===== src/rtl/drg_pkg.sv =====
// Shared constants, widths and saturation helper for the distance residual unit.
package drg_pkg;

	localparam int COORD_WIDTH_DEF = 32;
	localparam int FRAC_BITS_DEF   = 16;
	localparam int K_W             = 32;
	localparam int OUT_W           = 32;

	localparam logic [K_W-1:0]   STIFF_RESET = 32'h0001_0000;
	localparam logic [OUT_W-1:0] POS_LIM     = 32'h7fff_ffff;
	localparam logic [OUT_W-1:0] NEG_LIM     = 32'h8000_0000;

	function automatic int max_i(input int a, input int b);
		return (a > b) ? a : b;
	endfunction

	// Clamp a quotient magnitude and apply the sign.
	function automatic logic [OUT_W-1:0] sat_out(input logic neg, input logic ovf,
		input logic [OUT_W-1:0] q);
		logic [OUT_W-1:0] m;
		if (neg) begin
			m = (ovf || q > NEG_LIM) ? NEG_LIM : q;
			sat_out = '0 - m;
		end else begin
			sat_out = (ovf || q > POS_LIM) ? POS_LIM : q;
		end
	endfunction

endpackage


===== src/rtl/drg_mul.sv =====
// Two-stage unsigned multiplier built from two partial products.
module drg_mul import drg_pkg::*; #(
	parameter int AW = 32,
	parameter int BW = 32
) (
	input  logic          clk,
	input  logic          en,
	input  logic [AW-1:0] a,
	input  logic [BW-1:0] b,
	output logic [AW+BW-1:0] p
);
	localparam int BL = BW / 2;
	localparam int BH = BW - BL;

	logic [AW+BL-1:0] pp_lo_s1;
	logic [AW+BH-1:0] pp_hi_s1;
	logic [AW+BW-1:0] p_s2;

	always_ff @(posedge clk) begin
		if (en) begin
			pp_lo_s1 <= (AW+BL)'(a) * (AW+BL)'(b[BL-1:0]);
			pp_hi_s1 <= (AW+BH)'(a) * (AW+BH)'(b[BW-1:BL]);
			p_s2     <= (AW+BW)'(pp_lo_s1) + ((AW+BW)'(pp_hi_s1) << BL);
		end
	end

	assign p = p_s2;
endmodule


===== config.mk =====
export PLATFORM = sky130hd
export DESIGN_NAME = drg_mul
export DESIGN_NICKNAME = d
export VERILOG_FILES = /design/src/rtl/drg_pkg.sv /design/src/rtl/drg_mul.sv
export SDC_FILE = /design/constraint.sdc
export NUM_CORES = 2
export LEC_CHECK = 0
export BUFFER_PORTS_ARGS = -buffer_cell sky130_fd_sc_hd__buf_2
export CAP_MARGIN = 0
export CORE_MARGIN = 2
export CORE_UTILIZATION = 60
export DETAILED_ROUTE_END_ITERATION = 10
export PLACE_DENSITY_LB_ADDON = 0.15
export SLEW_MARGIN = 20
export SYNTH_ARGS = -nofsm -noshare
export SYNTH_HDL_FRONTEND = slang
export SYNTH_SLANG_ARGS = --single-unit

===== constraint.sdc =====
create_clock -name clk -period 10.55 [get_ports clk]
set_input_delay 0 -clock clk [delete_from_list [all_inputs] [get_ports clk]]
set_output_delay 0 -clock clk [all_outputs]
set_load 0.005 [all_outputs]

==> impl_metrics.yaml <==
worst_setup_path:
  rrSetupSlack_ns: 7.06
  worstPathRequired_ns: 10.80
  r2r_start: "pp_lo_s1[35]"
  path_class: "input pin to flip-flop"
  crit_fanout: 32
  r2r-end: "p[62]"
  ff2ff_path_depth: 10
  arrival_ns: 6.78
  cp-start-kind: "input pin"
  cp-startpoint: "a[7]"
  endpoint_kind: "flip-flop"
  crit_end: "pp_hi_s1[45]"
timing:
  timing.fmax_mhz: 153
  worst_slew_pin_slew_ns: 0.915
  finClkSkew_ns: 0.0217
  fin_tns_setup_ns: 0
  rsz0062_at_grt: "false"
  period_share_pct: 61.9
  finalMaxSlewViolations: 0
  finalCriticalPeriod_ns: 6.53
  relSlewSlack_pct: 39.0
  setup_viol_count_final: 0
  finalHoldViolCount: 0
placement:
  port_buffers: 129
  place_inst: 5012
  placedInstanceArea_mm2: 0.0402
  dp_hpwl_mm: 72.7
  gp_congestion: 0.905
drt:
  totalWireLength_mm: 97.1
  via_per_inst: 5.65
  first_pass_iters: 7
  vias: 28500
  drc: 0
  post_drt_wl_per_cell_um: 19.3
  drtAntennaViolNets: 0
  drtIter0Drc: 2123
global_route:
  grt_max_degree: 63
  grt_usage_pct: 31.1
  grt_pass1_wl_mm: 162
  use_met2_pct: 52.9
  met3_usage_pct: 4.73
  grt-busiest-layer: "met2"
  grt_pass1_vias: 31200
  grtUsageMet1_pct: 39.5
  overflow: 0
  antenna_found_initial: 0
cells_and_area:
  fin_area_mm2: 0.0408
  layout_common_cells: "inv_1 (910), fa_1 (837), nand2_1 (670)"
  fin_util_pct: 63.2
  final_cells: 5045
  final_common_cell: "inv_1"
  areaGrowthSynthToFinish_pct: 4.11
  fillers: 5503
  drive_gt1_share_pct: 4.70
  antenna_cells: 0
  layout.nets: 5352
logic_synthesis:
  ys_types: 72
  synth_top_cell_area_share_pct: 42.7
  async_flop_share_pct: 0
  yosys.area.top_type: "fa_1"
  netlist_area_mm2: 0.0392
  yosys-top-cells-area: "fa_1 (43%), edfxtp_1 (12%), inv_1 (8.7%)"
  syn-num-nets: 5411
  syn_inst: 4236
  syn_area_per_cell_um2: 9.25
  ys_ff_latch: 160
  synth_edf_count: 160
  synthFlopType: "edfxtp_1"
  synth_warnings: 0
  ys_seq_area_share_pct: 12.3
floorplanning:
  die_h_um: 260
  die_w_um: 260
  start_util_pct: 60.7
  rows: 93
  core_area_mm2: 0.0646
  pin_count: 130
  dieArea_mm2: 0.0674
cts:
  cts_resized: 0
  htreeDepth: 4
  cts_tree: "done"
  cts_buffer_depth: 2
  cts_root_buffer: "clkbuf_16"
  numCtsBuffers: 17
  path_clk_slew_ns: 0.09
  clk_latency_ns: 0.49
  cts_sinks: 160
outcome:
  status: "finished, final reports clean"
job:
  maxCapViolCount: 0
worst_hold_path:
  hp-class: "input pin to flip-flop"
-- sequential cells by signal, summed over array words and instances (netlist names) --
register	count
p	64
pp_hi_s1	48
pp_lo_s1	48
-- worst min-delay path by stage --
stage	depth (start not counted)	from	endpoint	slack [ns]
after floorplan	0	en	p[0]	0.11
after global placement	1	p[2]	p[2]	0.39
after detailed placement	1	p[25]	p[25]	0.39
after CTS	2	b[16]	pp_hi_s1[0]	0.22
after global routing	2	b[16]	pp_hi_s1[0]	0.30
final	2	b[16]	pp_hi_s1[0]	0.25
-- routing by layer --
layer  vias to the layer above  wire [um]  share of wire, %
met4                         0       4470               4.6
li1                      12600          -                 -
met2                      1059      47600                49
met1                     14600      38500                40
met3                       223       6480               6.7
met5                         -          0                 0
-- logic make-up after synthesis --
family                   after synthesis  synth area share, %
AO/OA/AOI/OAI                        364                 6.05
XOR/XNOR                             126                 2.82
adder cells (fa/ha/maj)             1109                 51.4
buffers and inverters               1128                 10.8
flip-flops                           160                 12.3
AND/OR/NAND/NOR                     1349                 16.6
-- worst max-delay path: stages --
cell and delay (ns):
buf_2 0.57, nand2_1 0.17, fa_1 0.59, inv_1 0.06
fa_1 0.51, inv_1 0.06, fa_1 0.52, inv_1 0.05
fa_1 0.46, fa_1 0.49, inv_1 0.05, fa_1 0.47
inv_1 0.04, ha_1 0.34, nand2_1 0.16, nor3_1 0.08
a2111oi_2 0.52, a21oi_1 0.16, o21ai_1 0.21, a21oi_1 0.12
o31ai_1 0.48, a21oi_1 0.24, o311ai_1 0.33, nor2b_1 0.08
-- synth_stat cells, types with 39 or more instances --
library cell / n
xnor2_1: 85
edfxtp_1: 160
xor2_1: 41
clkbuf_1: 214
ha_1: 272
inv_1: 910
a21oi_1: 126
nand3_1: 44
nor2_1: 77
nand2_1: 670
and2_1: 428
a21o_1: 64
o21ai_0: 39
fa_1: 837
-- stage by stage --
step | hold WS [ns] | setup WS [ns]
2_1_floorplan | 0.112 | 4.58
3_3_place_gp | 0.391 | 3.69
3_5_place_dp | 0.392 | 3.59
4_1_cts | 0.224 | 4.13
5_1_grt | 0.297 | 3.61
6_report | 0.252 | 4.02
-- timing repair --
item | CTS | global route
hold buffers | 1 | 0
setup buffers | 0 | 0
endpoints found under the hold margin | 44 | 0
-- final cells by class --
class	instances	area (um2)	area share (%)
clock inverters	15	204	0.500
clock buffers	17	425	1.04
multi-input cells	2948	30200	73.9
repair buffers	140	737	1.81
well taps	855	1070	2.62
inverters	910	3420	8.37
flip-flops and latches	160	4800	11.8
Power is not shown: default switching activity piles up to over one toggle a cycle in this logic, so the estimate is an artifact.
