File: src/rtl/drg_pkg.sv
// Shared constants, widths and saturation helper for the distance residual unit.
package drg_pkg;

	localparam int COORD_WIDTH_DEF = 32;
	localparam int FRAC_BITS_DEF   = 16;
	localparam int K_W             = 32;
	localparam int OUT_W           = 32;

	localparam logic [K_W-1:0]   STIFF_RESET = 32'h0001_0000;
	localparam logic [OUT_W-1:0] POS_LIM     = 32'h7fff_ffff;
	localparam logic [OUT_W-1:0] NEG_LIM     = 32'h8000_0000;

	function automatic int max_i(input int a, input int b);
		return (a > b) ? a : b;
	endfunction

	// Clamp a quotient magnitude and apply the sign.
	function automatic logic [OUT_W-1:0] sat_out(input logic neg, input logic ovf,
		input logic [OUT_W-1:0] q);
		logic [OUT_W-1:0] m;
		if (neg) begin
			m = (ovf || q > NEG_LIM) ? NEG_LIM : q;
			sat_out = '0 - m;
		end else begin
			sat_out = (ovf || q > POS_LIM) ? POS_LIM : q;
		end
	endfunction

endpackage

File: src/rtl/drg_sqrt_cell.sv
// One root bit of the integer square root chain.
module drg_sqrt_cell import drg_pkg::*; #(
	parameter int SUM_W = 66,
	parameter int D_W   = 33,
	parameter int BIT   = 0
) (
	input  logic             clk,
	input  logic             en,
	input  logic [SUM_W-1:0] rem_in,
	input  logic [D_W-1:0]   root_in,
	output logic [SUM_W-1:0] rem_q,
	output logic [D_W-1:0]   root_q
);
	logic [SUM_W:0] trial;
	logic           take;

	// root bits lie above BIT, so the two terms never overlap
	always_comb begin
		trial = ((SUM_W+1)'(root_in) << (BIT + 1)) | ((SUM_W+1)'(1) << (2 * BIT));
		take  = {1'b0, rem_in} >= trial;
	end

	always_ff @(posedge clk) begin
		if (en) begin
			rem_q  <= take ? rem_in - trial[SUM_W-1:0] : rem_in;
			root_q <= take ? root_in | (D_W'(1) << BIT) : root_in;
		end
	end
endmodule

File: config.mk
export PLATFORM = sky130hd
export DESIGN_NAME = drg_sqrt_cell
export DESIGN_NICKNAME = d
export VERILOG_FILES = /design/src/rtl/drg_pkg.sv /design/src/rtl/drg_sqrt_cell.sv
export SDC_FILE = /design/constraint.sdc
export NUM_CORES = 1
export LEC_CHECK = 0
export BUFFER_PORTS_ARGS = -buffer_cell sky130_fd_sc_hd__buf_2
export CAP_MARGIN = 15
export CORE_MARGIN = 1
export CORE_UTILIZATION = 30
export DETAILED_ROUTE_END_ITERATION = 12
export MAX_ROUTING_LAYER = met4
export PLACE_DENSITY = 0.49
export REMOVE_ABC_BUFFERS = 1
export SLEW_MARGIN = 15
export SYNTH_ARGS = -nofsm -noshare
export SYNTH_HDL_FRONTEND = slang
export SYNTH_SLANG_ARGS = --single-unit
File: constraint.sdc
create_clock -name clk -period 8.95 [get_ports clk]
set_clock_uncertainty 0.1 [all_clocks]
set_input_delay 2.2375 -clock clk [delete_from_list [all_inputs] [get_ports clk]]
set_output_delay 2.2375 -clock clk [all_outputs]
set_load 0.005 [all_outputs]
==> results by group <==
Status
  • Outcome: finished clean

Logic synthesis
  • Area share of the largest cell type after synthesis: between 40% and 50%
  • Syn Inst Count: about 600
  • Seq/Total Area, Yosys: 48.3%
  • Post-synth EDFFs: just under 100
  • Count of different cell masters after synthesis: 54
  • Yosys top cell by area: edfxtp_1
  • Post-synthesis async set-or-reset flop share: 0%
  • Yosys synthesis warning count: 0
  • FF+latch count, synth: 99
  • Post-Syn Area: ~6200 um2
  • Synth Flop Type: edfxtp_1
  • Synth top area cells: edfxtp_1 (48%), ha_1 (6.9%), a21oi_1 (5.0%)
  • Syn avg cell area: approximately 10 um2
  • Most common library cells after synthesis: edfxtp_1 (99), a21oi_1 (61), nor2_1 (57), inv_1 (38), ha_1 (34)
  • Count leader, synth: edfxtp_1

STA
  • Tmin final: between 5000 and 6000 ps
  • Final Hold Fails: 0
  • Min Hold Slack: 1970 ps
  • Pins Over Slew Limit: 0
  • Final period utilization: between 60 and 70%
  • Slew margin rel.: 36.3%
  • Worst Tran Pin Value: 942 ps
  • Fmax: between 150 and 200 MHz
  • Setup TNS: 0 ps
  • Final setup fails: 0
  • RSZ-0062 raised after global routing: no

GRT
  • Pin count of the biggest net entering global routing: between 50 and 60
  • GRT met1 Usage: a little over a fifth
  • M2 GR Usage: a little over a quarter
  • Gr ovfl total: 0
  • Global route hottest layer: met2
  • Vias in the first global route: 5231
  • Antenna violations before repair: 2
  • Total Routing Usage GR: around 17%
  • Met3 usage: 2.64%
  • First-pass GRT wire length: 27600 um

Die
  • Ports: 200
  • Die Wd: between 100 and 150 um
  • Row cnt: between 50 and 60
  • Initial Util: 30.5%
  • Die Ht: about 150 um
  • Core area: between 20000 and 25000 um2
  • Die Area: ~21000 um2

Final layout
  • Multi-input gate area: 2920 um2
  • Layout cell share with drive strength beyond 1: 30.0%
  • Final #Nets: ~900
  • Area delta synth->final: 25.6%
  • Sequential cell area: approximately 3000 um2
  • Fillcell total: 2091

Worst setup path
  • Critical path type: primary input to flip-flop
  • Max incr delay on CP: approximately 560 ps
  • Arrival time worst endpoint: 5610 ps
  • Nature of the critical path startpoint: primary input
  • Most frequent cell on the critical path: or4_1
  • Critical Path Sink Type: flip-flop
  • Critical Path RT: roughly 9000 ps
  • CP Max Fanout: 36
  • Cell family with most CP delay: simple AND/OR/NAND/NOR gates
  • Crit path cell chain: buf_2 > or4_1 > or3_4 > nand2b_4 > or4_1 > nor4_2 > nand3_2 > buf_4 > mux2_4
  • Crit-path slowest cell: nand3_2
  • WP buf/inv: 2

CTS
  • H-tree depth: 3
  • Clk slew on worst S/H paths: roughly 70 ps
  • Clk buf depth: 2
  • CTS resizes: 0
  • Inserted Clock Buffers: 9
  • Hold buffer count at cts: 0
  • CTS root buf: clkbuf_16
  • CTS Sinks: between 90 and 100
  • CTS tree: built
  • Postcts setup bufs: 0

Power
  • Combinational share of power: about 22%
  • P_sw: 355 uW
  • Cell Int Power: 974 uW
  • Power per Cell Area: 172 nW/um2
  • Lkg Pwr: around 0.0033 uW
  • Seq pwr share: between 40% and 50%
  • Clock power frac: 34.2%
  • Sw Share: 26.7%
  • Peak supply drop: approximately 80 uV

Flow run
  • Max Cap Viol: 0

Detailed routing
  • DR DRC count: 0
  • Drt total wl: about 17000 um
  • Routed Antenna Nets: 0
  • DR iter-0 viols: ~230
  • DR vias/cell: 4.86
  • First-pass DRT Iterations: 7
  • Via count: 5109
  • Wire per inst: around 16 um

Worst hold path
  • Hold/Removal Path Class: primary input to flip-flop

Place
  • I/O Buffers: slightly below 200
  • DP HPWL: 13400 um
  • Placer Congestion: about 0.85
per-layer routing:
layer	vias up	wire length, um
li1	2539	-
met1	2420	8020
met2	132	7980
met3	18	629
met4	0	253
met5	-	0
layout by cell type (no fill, tap or decap), types with 3 or more instances in the layout:
cell and instances:
nand3_1 13, buf_2 198, xor2_1 33, o211ai_1 5, a21o_1 25, ha_1 34, xnor2_1 29, nand4_1 12
inv_1 38, clkbuf_16 9, a21oi_1 61, edfxtp_1 99, nand3b_1 3, or3_1 9, a2111o_1 3, nor4_2 4
o21ai_0 16, a211oi_1 4, nor4_1 9, nand2_1 26, or4_1 7, and3_1 3, bufinv_16 3, o21bai_1 5
nor2_1 57, a31oi_1 4, nor3_1 21, nand2b_1 4, o21a_1 3, buf_4 3, nor2b_1 7
area by class of cell:
type / instances / share of cell area [%]
Clock buffer: 9 / 2.91
Tap cell: 270 / 4.37
Timing Repair Buffer: 201 / 13.1
Inverter: 38 / 1.85
Clock inverter: 7 / 1.49
Antenna cell: 2 / 0.0648
Multi-Input combinational cell: 426 / 37.7
Sequential cell: 99 / 38.5
worst paths after layout:
| kind | start | endpoint | slack (ps) | depth (start not counted) |
|---|---|---|---|---|
| setup / recovery | rem_in[36] | rem_q[9] | 3360 | 9 |
| hold / removal | root_in[5] | root_q[5] | 1970 | 1 |
sequential cells by signal, summed over array words and instances (netlist names):
| register | flops |
|---|---|
| rem_q | 66 |
| root_q | 33 |
kinds of logic after synthesis:
family / count (synthesis) / share of synthesized area [%]
AND/OR/NAND/NOR: 187 / 16.5
AO/OA/AOI/OAI: 138 / 13.9
flip-flops: 99 / 48.3
XOR/XNOR: 62 / 8.82
buffers and inverters: 62 / 4.31
adder cells (fa/ha/maj): 35 / 7.24
multiplexers: 4 / 0.854
power groups by stage:
| stage | Sequential (uW) | Clock [uW] | Combinational [uW] |
|---|---|---|---|
| 2_1_floorplan | 603 | 0 | 150 |
| 3_3_place_gp | 597 | 0 | 289 |
| 3_5_place_dp | 596 | 0 | 290 |
| 4_1_cts | 586 | 466 | 292 |
| 5_1_grt | 591 | 477 | 322 |
| 6_report | 585 | 455 | 289 |
stage by stage:
step	setup WS [ps]	total power (uW)	std cells	utilization (%)	area (um2)
after floorplan	3110	754	563	-	6030
after global placement	2930	885	1034	36.6	7380
after detailed placement	2960	886	1034	36.6	7380
after CTS	3360	1340	1050	38.3	7720
after global routing	3090	1390	1052	38.3	7730
final	3360	1330	1052	38.3	7730
No activity file was read; power rests on OpenSTA's default activity.
