**src/rtl/drg_pkg.sv**
```systemverilog
// Shared constants, widths and saturation helper for the distance residual unit.
package drg_pkg;

	localparam int COORD_WIDTH_DEF = 32;
	localparam int FRAC_BITS_DEF   = 16;
	localparam int K_W             = 32;
	localparam int OUT_W           = 32;

	localparam logic [K_W-1:0]   STIFF_RESET = 32'h0001_0000;
	localparam logic [OUT_W-1:0] POS_LIM     = 32'h7fff_ffff;
	localparam logic [OUT_W-1:0] NEG_LIM     = 32'h8000_0000;

	function automatic int max_i(input int a, input int b);
		return (a > b) ? a : b;
	endfunction

	// Clamp a quotient magnitude and apply the sign.
	function automatic logic [OUT_W-1:0] sat_out(input logic neg, input logic ovf,
		input logic [OUT_W-1:0] q);
		logic [OUT_W-1:0] m;
		if (neg) begin
			m = (ovf || q > NEG_LIM) ? NEG_LIM : q;
			sat_out = '0 - m;
		end else begin
			sat_out = (ovf || q > POS_LIM) ? POS_LIM : q;
		end
	endfunction

endpackage

```
**src/rtl/drg_div_cell.sv**
```systemverilog
// One quotient bit of a restoring divider chain.
module drg_div_cell import drg_pkg::*; #(
	parameter int W   = 64,
	parameter int DW  = 32,
	parameter int QW  = 32,
	parameter int BIT = 0
) (
	input  logic          clk,
	input  logic          en,
	input  logic [W-1:0]  rem_in,
	input  logic [DW-1:0] den_in,
	input  logic [QW-1:0] q_in,
	output logic [W-1:0]  rem_q,
	output logic [DW-1:0] den_q,
	output logic [QW-1:0] q_q
);
	logic [W-1:0] shifted;
	logic         take;

	always_comb begin
		shifted = W'(den_in) << BIT;
		take    = rem_in >= shifted;
	end

	always_ff @(posedge clk) begin
		if (en) begin
			rem_q <= take ? rem_in - shifted : rem_in;
			den_q <= den_in;
			q_q   <= take ? q_in | (QW'(1) << BIT) : q_in;
		end
	end
endmodule
```
**config.mk**
```make
export PLATFORM = sky130hd
export DESIGN_NAME = drg_div_cell
export DESIGN_NICKNAME = d
export VERILOG_FILES = /design/src/rtl/drg_pkg.sv /design/src/rtl/drg_div_cell.sv
export SDC_FILE = /design/constraint.sdc
export NUM_CORES = 1
export LEC_CHECK = 0
export BUFFER_PORTS_ARGS = -buffer_cell sky130_fd_sc_hd__buf_2
export CAP_MARGIN = 10
export CORE_UTILIZATION = 47
export CTS_BUF_LIST = sky130_fd_sc_hd__clkbuf_8
export DETAILED_ROUTE_END_ITERATION = 16
export PLACE_DENSITY = 0.89
export SETUP_SLACK_MARGIN = 0.5
export SYNTH_ARGS = -nofsm -noshare
export SYNTH_HDL_FRONTEND = slang
export SYNTH_SLANG_ARGS = --single-unit
```
**constraint.sdc**
```tcl
create_clock -name clk -period 3.1 [get_ports clk]
set_clock_uncertainty 0.1 [all_clocks]
set_input_delay 0.155 -clock clk [delete_from_list [all_inputs] [get_ports clk]]
set_output_delay 0.155 -clock clk [all_outputs]
set_load 0.03 [all_outputs]
```
==> flow_summary.yaml <==
power:
  cell_internal_pwr_w: 0.00341
  seqPwrFrac: 0.420
  total_switching_power_w: 0.00176
  clock_power_share: 0.288
  combPwrFrac: 0.292
  power.density_mw_per_mm2: 480
  p_leak_nw: 4.55
  ir_worst_vdd_uv: 277
  switching_share: 0.340
worst_hold_path:
  min_delay_path_depth: 3
  timing.hold.worst.class: "in2reg"
synthesis:
  synth_cell_types: 61
  postSynth.topFlopCell: "sky130_fd_sc_hd__edfxtp_1"
  post_syn_area_per_cell_um2: 10.9
  synth-seq-cells: 128
  postSynthCellCount: 645
  synth.cell_area_mm2: 0.00703
  async_flop_share: 0
  net_count_synth: 808
  synth_warnings: 0
  synth_enable_flop_cells: 128
  synth_sequential_area_ratio: 0.547
cts:
  tritoncts: "yes"
  htree_num_levels: 4
  clk_transition_reported_paths_ns: 0.08
  clock-root-buffer: "sky130_fd_sc_hd__clkbuf_8"
  clock_tree.buffer_depth: 2
  numClockSinks: 128
  numCtsBuffers: 17
detailed_routing:
  totalWireLength_mm: 24.9
  post-route-drc-count: 0
  via_count: 7082
  drt_iter0_drc: 758
  drt_pre_antenna_iters: 7
  antenna_left: 0
  avgRoutedWirePerCell_um: 19.4
  route.detailed.vias_per_inst: 5.52
critical_path:
  critPathRequiredTime_ns: 3.20
  arrival_worst_endpoint_ns: 2.67
  worst-setup-path-type: "in2reg"
  worst-path-max-fanout: 5
  worst_setup_path_start_kind: "primary input"
  crit_path_end: "rem_q[61]"
  critPathLaunch: "den_in[4]"
  endpoint_kind: "flop"
sta:
  worst_slew_pin_slew_ns: 0.746
  grt_setup_unrepaired: "true"
  final.setup.worst_slack_ns: 0.525
  finalCriticalPeriod_ns: 2.58
  final-setup-viol-count: 0
  final.setup.tns_ns: 0
  hold_violations: 0
  final_max_tran_viols: 0
  worst_slew_margin_rel: 0.502
  timing.final.crit_share: 0.831
  fmaxAchievable_ghz: 0.388
placement:
  dp_worst_setup_slack_ns: 0.0309
  io_buffers: 257
  place.gp.congestion: 0.914
  detailedPlacementHpwl_mm: 16.5
finish:
  area_of_the_multi_input_gates_mm2: 0.00311
  fillers: 972
  syn_to_final_growth_pct: 53.5
  nNetsFinal: 1249
  drive_gt1_frac: 0.350
  final_core_util: 0.742
  seq_area_mm2: 0.00384
global_route:
  grt_pass1_vias: 7162
  grt_first_pass_wirelength_mm: 38.2
  gr-total-overflow: 0
  grt_antenna_before_repair: 1
  grt_max_degree: 73
  total_track_usage: 0.321
floorplan:
  standard_cell_core_area_mm2: 0.0145
  placement_rows: 44
  fp.dieH_um: 124
  boundaryPins: 258
  die_area_mm2: 0.0154
  die_x_um: 124
  initial_core_util: 0.483
status:
  outcome: "completed"
run:
  cap_violations: 0
-- critical path, stage by stage --
cell,delay (ns)
sky130_fd_sc_hd__buf_2,0.09
sky130_fd_sc_hd__inv_1,0.04
sky130_fd_sc_hd__ha_1,0.37
sky130_fd_sc_hd__nand2_1,0.11
sky130_fd_sc_hd__a211o_1,0.30
sky130_fd_sc_hd__a2111oi_4,0.49
sky130_fd_sc_hd__nor4_4,0.10
sky130_fd_sc_hd__nor4_2,0.26
sky130_fd_sc_hd__buf_4,0.17
sky130_fd_sc_hd__a21oi_1,0.09
sky130_fd_sc_hd__o311ai_1,0.34
sky130_fd_sc_hd__xnor2_1,0.14
-- layout by cell type, fill, tap and decap left out, types with 4 or more instances in the layout --
master                          instances
sky130_fd_sc_hd__nand4_1               13
sky130_fd_sc_hd__nand2_1               71
sky130_fd_sc_hd__clkbuf_8              17
sky130_fd_sc_hd__edfxtp_1             128
sky130_fd_sc_hd__xnor2_1               32
sky130_fd_sc_hd__nor3_1                14
sky130_fd_sc_hd__xor2_1                28
sky130_fd_sc_hd__nor2_1                42
sky130_fd_sc_hd__or3_1                 12
sky130_fd_sc_hd__a21oi_1               43
sky130_fd_sc_hd__o21a_1                 5
sky130_fd_sc_hd__nand3_1               13
sky130_fd_sc_hd__nor4_1                 8
sky130_fd_sc_hd__dlygate4sd3_1        122
sky130_fd_sc_hd__clkinv_4               4
sky130_fd_sc_hd__or4_1                  6
sky130_fd_sc_hd__ha_1                  31
sky130_fd_sc_hd__a21o_1                 6
sky130_fd_sc_hd__a31oi_1                4
sky130_fd_sc_hd__a211oi_1               4
sky130_fd_sc_hd__buf_4                 60
sky130_fd_sc_hd__nand2b_1               7
sky130_fd_sc_hd__o21ai_1               34
sky130_fd_sc_hd__o21ai_0               15
sky130_fd_sc_hd__buf_2                254
sky130_fd_sc_hd__inv_1                 39
-- worst min path at each step --
| stage | from | to |
|---|---|---|
| after floorplan | den_in[0] | den_q[0] |
| after global placement | q_in[26] | q_q[26] |
| after detailed placement | q_in[29] | q_q[29] |
| after CTS | rem_in[59] | rem_q[59] |
| after global routing | rem_in[59] | rem_q[59] |
| final | den_in[0] | rem_q[0] |
-- registers in the layout (all words and copies together) (netlist names) --
register  count
den_q        32
q_q          32
rem_q        64
-- metrics by stage --
step / power (W) / hold WS, ns / instance area [um2] / std cells
global placement: 0.00350 / 0.231 / 9010 / 1124
floorplan: 0.00300 / 0.154 / 7110 / 645
finish: 0.00517 / 0.0149 / 10800 / 1284
detailed placement: 0.00352 / 0.234 / 9010 / 1124
CTS: 0.00509 / 0.00120 / 10600 / 1277
global route: 0.00536 / 0.0157 / 10800 / 1284
-- area by class of cell --
class | instances | share of cell area
antenna | 1 | 0.000232
timing repair buffer | 442 | 0.282
inverter | 40 | 0.0146
tap | 184 | 0.0214
sequential | 128 | 0.357
clock inverter | 15 | 0.0150
multi-input combinational | 457 | 0.289
clock buffer | 17 | 0.0217
-- cells in the mapped netlist (2+ instances only) --
| cell | number | share of area |
|---|---|---|
| sky130_fd_sc_hd__inv_1 | 40 | 0.021 |
| sky130_fd_sc_hd__a211o_1 | 2 | 0.0025 |
| sky130_fd_sc_hd__and2_1 | 2 | 0.0018 |
| sky130_fd_sc_hd__a21oi_1 | 44 | 0.031 |
| sky130_fd_sc_hd__nor4_1 | 11 | 0.0098 |
| sky130_fd_sc_hd__nand2b_1 | 7 | 0.0062 |
| sky130_fd_sc_hd__o211ai_1 | 3 | 0.0032 |
| sky130_fd_sc_hd__clkbuf_1 | 15 | 0.0080 |
| sky130_fd_sc_hd__xnor2_1 | 33 | 0.041 |
| sky130_fd_sc_hd__nand3_1 | 13 | 0.0093 |
| sky130_fd_sc_hd__or3_1 | 13 | 0.012 |
| sky130_fd_sc_hd__a211oi_1 | 6 | 0.0064 |
| sky130_fd_sc_hd__nand2_1 | 71 | 0.038 |
| sky130_fd_sc_hd__nor3b_1 | 2 | 0.0021 |
| sky130_fd_sc_hd__xor2_1 | 28 | 0.035 |
| sky130_fd_sc_hd__o21ai_1 | 34 | 0.024 |
| sky130_fd_sc_hd__or2_2 | 2 | 0.0018 |
| sky130_fd_sc_hd__nor3_1 | 15 | 0.011 |
| sky130_fd_sc_hd__a21o_1 | 6 | 0.0064 |
| sky130_fd_sc_hd__o41ai_1 | 2 | 0.0025 |
| sky130_fd_sc_hd__o21a_1 | 5 | 0.0053 |
| sky130_fd_sc_hd__edfxtp_1 | 128 | 0.55 |
| sky130_fd_sc_hd__or4_4 | 2 | 0.0032 |
| sky130_fd_sc_hd__a31oi_1 | 4 | 0.0036 |
| sky130_fd_sc_hd__ha_1 | 32 | 0.057 |
| sky130_fd_sc_hd__nor4b_1 | 3 | 0.0037 |
| sky130_fd_sc_hd__nand4b_1 | 3 | 0.0037 |
| sky130_fd_sc_hd__or4_1 | 6 | 0.0064 |
| sky130_fd_sc_hd__o21ai_0 | 17 | 0.012 |
| sky130_fd_sc_hd__o21bai_1 | 3 | 0.0032 |
| sky130_fd_sc_hd__buf_2 | 4 | 0.0028 |
| sky130_fd_sc_hd__nand3b_1 | 2 | 0.0021 |
| sky130_fd_sc_hd__nor2b_1 | 5 | 0.0045 |
| sky130_fd_sc_hd__nor2_1 | 43 | 0.023 |
| sky130_fd_sc_hd__nand4_1 | 13 | 0.012 |
-- cells by family (layout without fill, tap and decap cells) --
family          Yosys count  after routing  share of synthesized area
other cells               0              1                          0
mux                       1              1                    0.00160
flops                   128            128                      0.547
buf+inv                  60            514                     0.0333
simple gates            221            221                      0.161
fa+ha+maj                33             33                     0.0598
xor+xnor                 61             61                     0.0760
compound gates          141            141                      0.121
-- metal layers --
metal / wire (um) / vias up / part of all wire / global-route usage
met1: 9650 / 3313 / 0.39 / 0.382
li1: - / 3272 / - / -
met3: 1790 / 81 / 0.072 / 0.0640
met4: 854 / 0 / 0.034 / 0.128
met2: 12600 / 416 / 0.51 / 0.567
met5: 0 / - / 0 / 0
-- timing repair --
| item | 4_1_cts | 5_1_grt |
|---|---|---|
| setup endpoints to repair | 0 | 31 |
| hold buffers | 121 | 1 |
| hold endpoints to repair | 121 | 1 |
| setup buffers | 0 | 5 |
| resized for setup | 0 | 25 |
-- power by group through the flow --
stage               Clock (W)  Sequential [W]  Combinational [W]
global placement            0         0.00220            0.00130
floorplan                   0         0.00257           0.000436
global route          0.00157         0.00219            0.00160
finish                0.00149         0.00217            0.00151
detailed placement          0         0.00221            0.00132
CTS                   0.00148         0.00217            0.00144
No activity file was read; power rests on OpenSTA's default activity.
